### config.mk
export PLATFORM = sky130hd
export DESIGN_NAME = pso_ctrl
export DESIGN_NICKNAME = d
export VERILOG_FILES = /design/src/pso_pkg.sv /design/src/pso_ctrl.sv
export SDC_FILE = /design/constraint.sdc
export NUM_CORES = 1
export LEC_CHECK = 0
export BUFFER_PORTS_ARGS = -buffer_cell sky130_fd_sc_hd__buf_2
export CAP_MARGIN = 30
export CORE_AREA = 2 2 76 78
export CTS_BUF_LIST = sky130_fd_sc_hd__clkbuf_4 sky130_fd_sc_hd__clkbuf_8
export DETAILED_ROUTE_END_ITERATION = 10
export DIE_AREA = 0 0 78 80
export GPL_TIMING_DRIVEN = 0
export PLACE_DENSITY = 0.7
export SYNTH_ARGS = -nofsm -noshare
export SYNTH_HDL_FRONTEND = slang
export SYNTH_SLANG_ARGS = --single-unit
### constraint.sdc
create_clock -name clk_i -period 4.5 [get_ports clk_i]
set_clock_uncertainty 0.05 [all_clocks]
set_input_delay 0.45 -clock clk_i [delete_from_list [all_inputs] [get_ports clk_i]]
set_output_delay 0.45 -clock clk_i [all_outputs]
set_load 0.05 [all_outputs]
### src/pso_pkg.sv
`timescale 1ns / 1ps
`default_nettype none

package pso_pkg;

  // Swarm geometry.
  localparam int NUM_PARTICLES = 16;
  localparam int MAX_DIMS      = 8;
  localparam int DIM_W         = 3;
  localparam int PART_W        = 4;
  localparam int ADDR_W        = PART_W + DIM_W;
  localparam int DEPTH         = NUM_PARTICLES * MAX_DIMS;
  localparam int CNT_W         = 4;

  // Fixed-point constants.
  localparam logic signed [31:0] ONE_Q16 = 32'sd65536;
  localparam logic signed [31:0] SAT_MAX = 32'sh7FFF_FFFF;
  localparam logic signed [31:0] SAT_MIN = 32'sh8000_0000;

  // Configuration register reset values.
  localparam logic [15:0] INERTIA_RST   = 16'd11469;
  localparam logic [15:0] COGNITIVE_RST = 16'd24576;
  localparam logic [15:0] SOCIAL_RST    = 16'd24576;
  localparam logic [3:0]  DIMS_RST      = 4'd8;

  typedef enum logic [1:0] {
    FUNC_LOAD = 2'd0,
    FUNC_EVAL = 2'd1,
    FUNC_MOVE = 2'd2,
    FUNC_READ = 2'd3
  } pso_func_e;

  typedef enum logic [1:0] {
    REG_INERTIA   = 2'd0,
    REG_COGNITIVE = 2'd1,
    REG_SOCIAL    = 2'd2,
    REG_DIMS      = 2'd3
  } pso_reg_e;

  typedef enum logic [1:0] {
    OSEL_EVAL = 2'd0,
    OSEL_MOVE = 2'd1,
    OSEL_READ = 2'd2
  } pso_osel_e;

  typedef struct packed {
    logic [1:0]         func;
    logic [3:0]         particle_index;
    logic [2:0]         dim_index;
    logic signed [31:0] coord_value;
    logic signed [31:0] fitness_current;
    logic signed [31:0] fitness_personal;
    logic signed [31:0] fitness_global;
    logic [15:0]        rand_personal;
    logic [15:0]        rand_social;
  } pso_in_t;

  typedef struct packed {
    logic signed [31:0] coord_out;
    logic [2:0]         dim_out;
    logic               personal_updated;
    logic               global_updated;
    logic               last;
  } pso_out_t;

  // Commands from the controller to the datapath.
  typedef struct packed {
    logic             latch;
    logic             load_wr;
    logic             rd_en;
    logic             ev_wr;
    logic             mv_k;
    logic             mv_diff;
    logic             mv_mul;
    logic             mv_sum;
    logic             mv_wr;
    logic             out_load;
    pso_osel_e        out_sel;
    logic [DIM_W-1:0] dim;
    logic             last;
  } pso_cmd_t;

  // Status from the datapath to the controller.
  typedef struct packed {
    logic             out_free;
    logic [CNT_W-1:0] n_active;
  } pso_sts_t;

endpackage

`default_nettype wire

### src/pso_ctrl.sv
`timescale 1ns / 1ps
`default_nettype none

module pso_ctrl import pso_pkg::*; (
  input  wire logic     clk_i,
  input  wire logic     rst_ni,
  input  wire logic     in_valid_i,
  input  wire pso_in_t  in_item_i,
  output logic          in_stall_o,
  input  wire pso_sts_t sts_i,
  output pso_cmd_t      cmd_o
);

  typedef enum logic [8:0] {
    S_IDLE    = 9'b000000001,
    S_EV_SWP  = 9'b000000010,
    S_EV_EMIT = 9'b000000100,
    S_MV_K    = 9'b000001000,
    S_MV_RD   = 9'b000010000,
    S_MV_DIFF = 9'b000100000,
    S_MV_MUL  = 9'b001000000,
    S_MV_SUM  = 9'b010000000,
    S_EMIT    = 9'b100000000
  } state_e;

  state_e           state_q, state_d;
  logic [CNT_W-1:0] cnt_q, cnt_d;
  logic             is_read_q, is_read_d;
  logic             accept;
  logic             in_range;
  logic             at_last;

  assign in_stall_o = (state_q != S_IDLE);
  assign accept     = in_valid_i && (state_q == S_IDLE);
  assign in_range   = int'(in_item_i.particle_index) < NUM_PARTICLES;
  assign at_last    = (cnt_q == sts_i.n_active - CNT_W'(1));

  // Next state and command decode.
  always_comb begin
    state_d   = state_q;
    cnt_d     = cnt_q;
    is_read_d = is_read_q;
    cmd_o     = '0;
    cmd_o.out_sel = OSEL_EVAL;
    cmd_o.dim  = cnt_q[DIM_W-1:0];
    cmd_o.last = at_last;
    case (state_q)
      S_IDLE: begin
        cmd_o.latch = accept;
        cnt_d = '0;
        if (accept) begin
          if (in_item_i.func == FUNC_READ) begin
            is_read_d = 1'b1;
            state_d   = S_EMIT;
          end else if (in_range) begin
            case (in_item_i.func)
              FUNC_LOAD: cmd_o.load_wr = 1'b1;
              FUNC_EVAL: state_d = S_EV_SWP;
              FUNC_MOVE: begin
                is_read_d = 1'b0;
                state_d   = S_MV_K;
              end
              default: ;
            endcase
          end
        end
      end
      // Read one row entry per cycle and write back the previous one.
      S_EV_SWP: begin
        cmd_o.rd_en = (cnt_q < CNT_W'(MAX_DIMS));
        cmd_o.ev_wr = (cnt_q != '0);
        if (cnt_q == CNT_W'(MAX_DIMS)) begin
          state_d = S_EV_EMIT;
        end else begin
          cnt_d = cnt_q + CNT_W'(1);
        end
      end
      S_EV_EMIT: begin
        cmd_o.out_sel = OSEL_EVAL;
        if (sts_i.out_free) begin
          cmd_o.out_load = 1'b1;
          state_d = S_IDLE;
        end
      end
      S_MV_K: begin
        cmd_o.mv_k = 1'b1;
        state_d = S_MV_RD;
      end
      S_MV_RD: begin
        cmd_o.rd_en = 1'b1;
        state_d = S_MV_DIFF;
      end
      S_MV_DIFF: begin
        cmd_o.mv_diff = 1'b1;
        state_d = S_MV_MUL;
      end
      S_MV_MUL: begin
        cmd_o.mv_mul = 1'b1;
        state_d = S_MV_SUM;
      end
      S_MV_SUM: begin
        cmd_o.mv_sum = 1'b1;
        state_d = S_EMIT;
      end
      // One result per coordinate, for both move and read.
      S_EMIT: begin
        cmd_o.out_sel = is_read_q ? OSEL_READ : OSEL_MOVE;
        if (sts_i.out_free) begin
          cmd_o.out_load = 1'b1;
          cmd_o.mv_wr    = !is_read_q;
          if (at_last) begin
            state_d = S_IDLE;
          end else begin
            cnt_d   = cnt_q + CNT_W'(1);
            state_d = is_read_q ? S_EMIT : S_MV_RD;
          end
        end
      end
      default: state_d = S_IDLE;
    endcase
  end

  // Controller registers.
  always_ff @(posedge clk_i or negedge rst_ni) begin
    if (!rst_ni) begin
      state_q   <= S_IDLE;
      cnt_q     <= '0;
      is_read_q <= 1'b0;
    end else begin
      state_q   <= state_d;
      cnt_q     <= cnt_d;
      is_read_q <= is_read_d;
    end
  end

endmodule

`default_nettype wire

==> metrics.yaml <==
critPathMostFrequentCell: "buf_2"
postCtsSetupBuffers: 0
worstMarginPinSlew_ps: 467
ys_seq_area_frac: 0.271
num_antenna_cells: 0
clock_path_buffers: 2
grt_pass1_vias: 1126
ant_nets: 0
fin_nets: 362
crit_fanout: 10
irDropWorstVdd_v: 0.000309
hpwl_um: 2420
dp_slack_ps: 2070
antenna_found_initial: 0
cts_tree: "yes"
critPathRequiredTime_ps: 4000
clk_latency_ps: 250
die_h_um: 80
h-tree-depth: 1
crit_chain: "buf_2 -> or4_1 -> nor3_1 -> and3_1 -> a21o_1 -> buf_2"
coreArea_um2: 5410
numPortBuffers: 26
syn_inst: 147
first_iter_violations: 86
cpLargestDelayFamily: "simple AND/OR/NAND/NOR gates"
worstSetupStartpointType: "register"
rows: 27
grt_pass1_wl_um: 5210
avgSynthCellArea_um2: 8.81
drive_gt1_frac: 0.311
drc: 0
cts_buffers: 3
synth_nets: 331
grt.total_usage: 0.105
slowest_stage: "or4_1"
dp_cells: 245
routabilityCongestion: 0.811
path_class: "register to output pin"
clk_pin_slew_ps: 60
p_total_mw: 0.765
layout.cells.non_filler: 249
fin_ws_ps: 1790
vias: 1158
finalSetupViolations: 0
synth-seq-cells: 14
min_period_over_period: 0.603
syn_area_um2: 1290
cp_slowest_stage_delay_ps: 470
synth.top_cell.area_share: 0.251
maxCapViolCount: 0
clock_sinks: 14
ys_types: 53
wl_per_cell_um: 12.4
hold_class: "input port to asynchronous set/reset pin"
drt-total-wl_um: 3080
cts_hold_buf: 0
start_util: 0.240
vias_per_cell: 4.65
dieWidth_um: 78
syn_to_final_growth_pct: 21.3
cts-root-buf: "clkbuf_8"
finalHoldViolCount: 0
worstPathArrival_ps: 2210
drv_slew: 0
end_kind: "output pin"
cts_resized: 0
cp_num_buf_inv: 2
rsz0062_at_grt: "no"
status: "finished clean"
tns_ps: 0
holdWs_ps: 41.6
cellPowerDensity_nw_per_um2: 487
yosys-top-cells-area: "dfrtp_1 25%, ha_1 6.8%, inv_1 4.3%"
grt_overflow: 0
pin_count: 194
grt_max_degree: 15
leakagePower_nw: 0.767
synth_top_area_cell: "dfrtp_1"
relSlewSlack: 0.685
n_fill_cell: 590
maxClockFrequency_mhz: 368
layout_min_cycle_time_ps: 2710
dieArea_um2: 6240
yosysWarnings: 0
first_pass_iters: 4
through the flow:
step                instance area [µm²]   util
detailed placement                 1520  0.280
CTS                                1570  0.291
global route                       1570  0.291
finish                             1570  0.291
global placement                   1520  0.280
floorplan                          1290      -
final timing paths:
check                            from          to  slack (ps)  cells after the start
max                        state_q[1]   cmd_o[13]        1790                      6
min                            rst_ni    cnt_q[0]          40                      1
max reg2reg                state_q[0]  state_q[8]        2450                      6
min reg2reg                state_q[4]  state_q[7]         520                      2
max in group asynchronous      rst_ni  state_q[0]        4060                      1
min in group clk_i           sts_i[4]  state_q[8]         520                      3
cells by family after synthesis:
logic type	Yosys count	synth area share
adder cells (fa/ha/maj)	7	0.0676
XOR/XNOR	9	0.0609
buffers and inverters	25	0.117
AO/OA/AOI/OAI	25	0.127
multiplexers	2	0.0193
AND/OR/NAND/NOR	65	0.337
flip-flops	14	0.271
metal layers:
metal / track usage / routed length [µm]
met4: 0.0421 / 56
met2: 0.172 / 1470
met1: 0.139 / 1460
met5: 0 / 0
met3: 0.0147 / 104
synthesized netlist by cell type (all sizes together):
| cell | instances |
|---|---|
| buf | 8 |
| a21o | 1 |
| mux2 | 1 |
| or4 | 2 |
| nor2 | 11 |
| nor4b | 4 |
| a32o | 1 |
| inv | 15 |
| o21a | 1 |
| or3 | 1 |
| clkbuf | 2 |
| ha | 7 |
| xor2 | 3 |
| mux2i | 1 |
| nand4 | 4 |
| nor3 | 9 |
| a31o | 1 |
| nand2 | 4 |
| nand3b | 1 |
| and4 | 2 |
| a211oi | 1 |
| nor4 | 5 |
| or2 | 2 |
| o211ai | 2 |
| a22o | 2 |
| o21ai | 9 |
| nand3 | 6 |
| and2 | 3 |
| a31oi | 2 |
| xnor2 | 6 |
| or4b | 1 |
| nand2b | 1 |
| dfrtp | 13 |
| dfstp | 1 |
| nor3b | 1 |
| and3 | 7 |
| o2bb2ai | 1 |
| or2b | 1 |
| a21oi | 4 |
state kept, by name, indices dropped and copies added (netlist names):
signal and cells:
is_read_q 1, cnt_q 4, state_q 9
layout make-up:
cell class,instances,area (µm²),share of cell area
clock buffers,4,55.1,0.0351
inverters,15,56.3,0.0359
plain buffers,10,95.1,0.0606
multi-input cells,108,792,0.504
flip-flops and latches,14,352,0.224
well taps,72,90.1,0.0574
repair buffers,26,130,0.0829
power breakdown:
group          internal (mW)  switching [mW]
registers              0.153          0.0297
clock network         0.0777          0.0496
logic                  0.165           0.290
total                  0.396           0.369
cell usage in the layout (no fill, tap or decap), types with 5 or more instances in the layout:
cell,instances
inv_1,15
xnor2_1,6
buf_2,27
nor3_1,7
clkbuf_8,5
ha_1,7
dfrtp_1,13
nor2_1,11
and3_1,7
o21ai_0,7
Note: power is estimated with default switching activity, not from simulation.
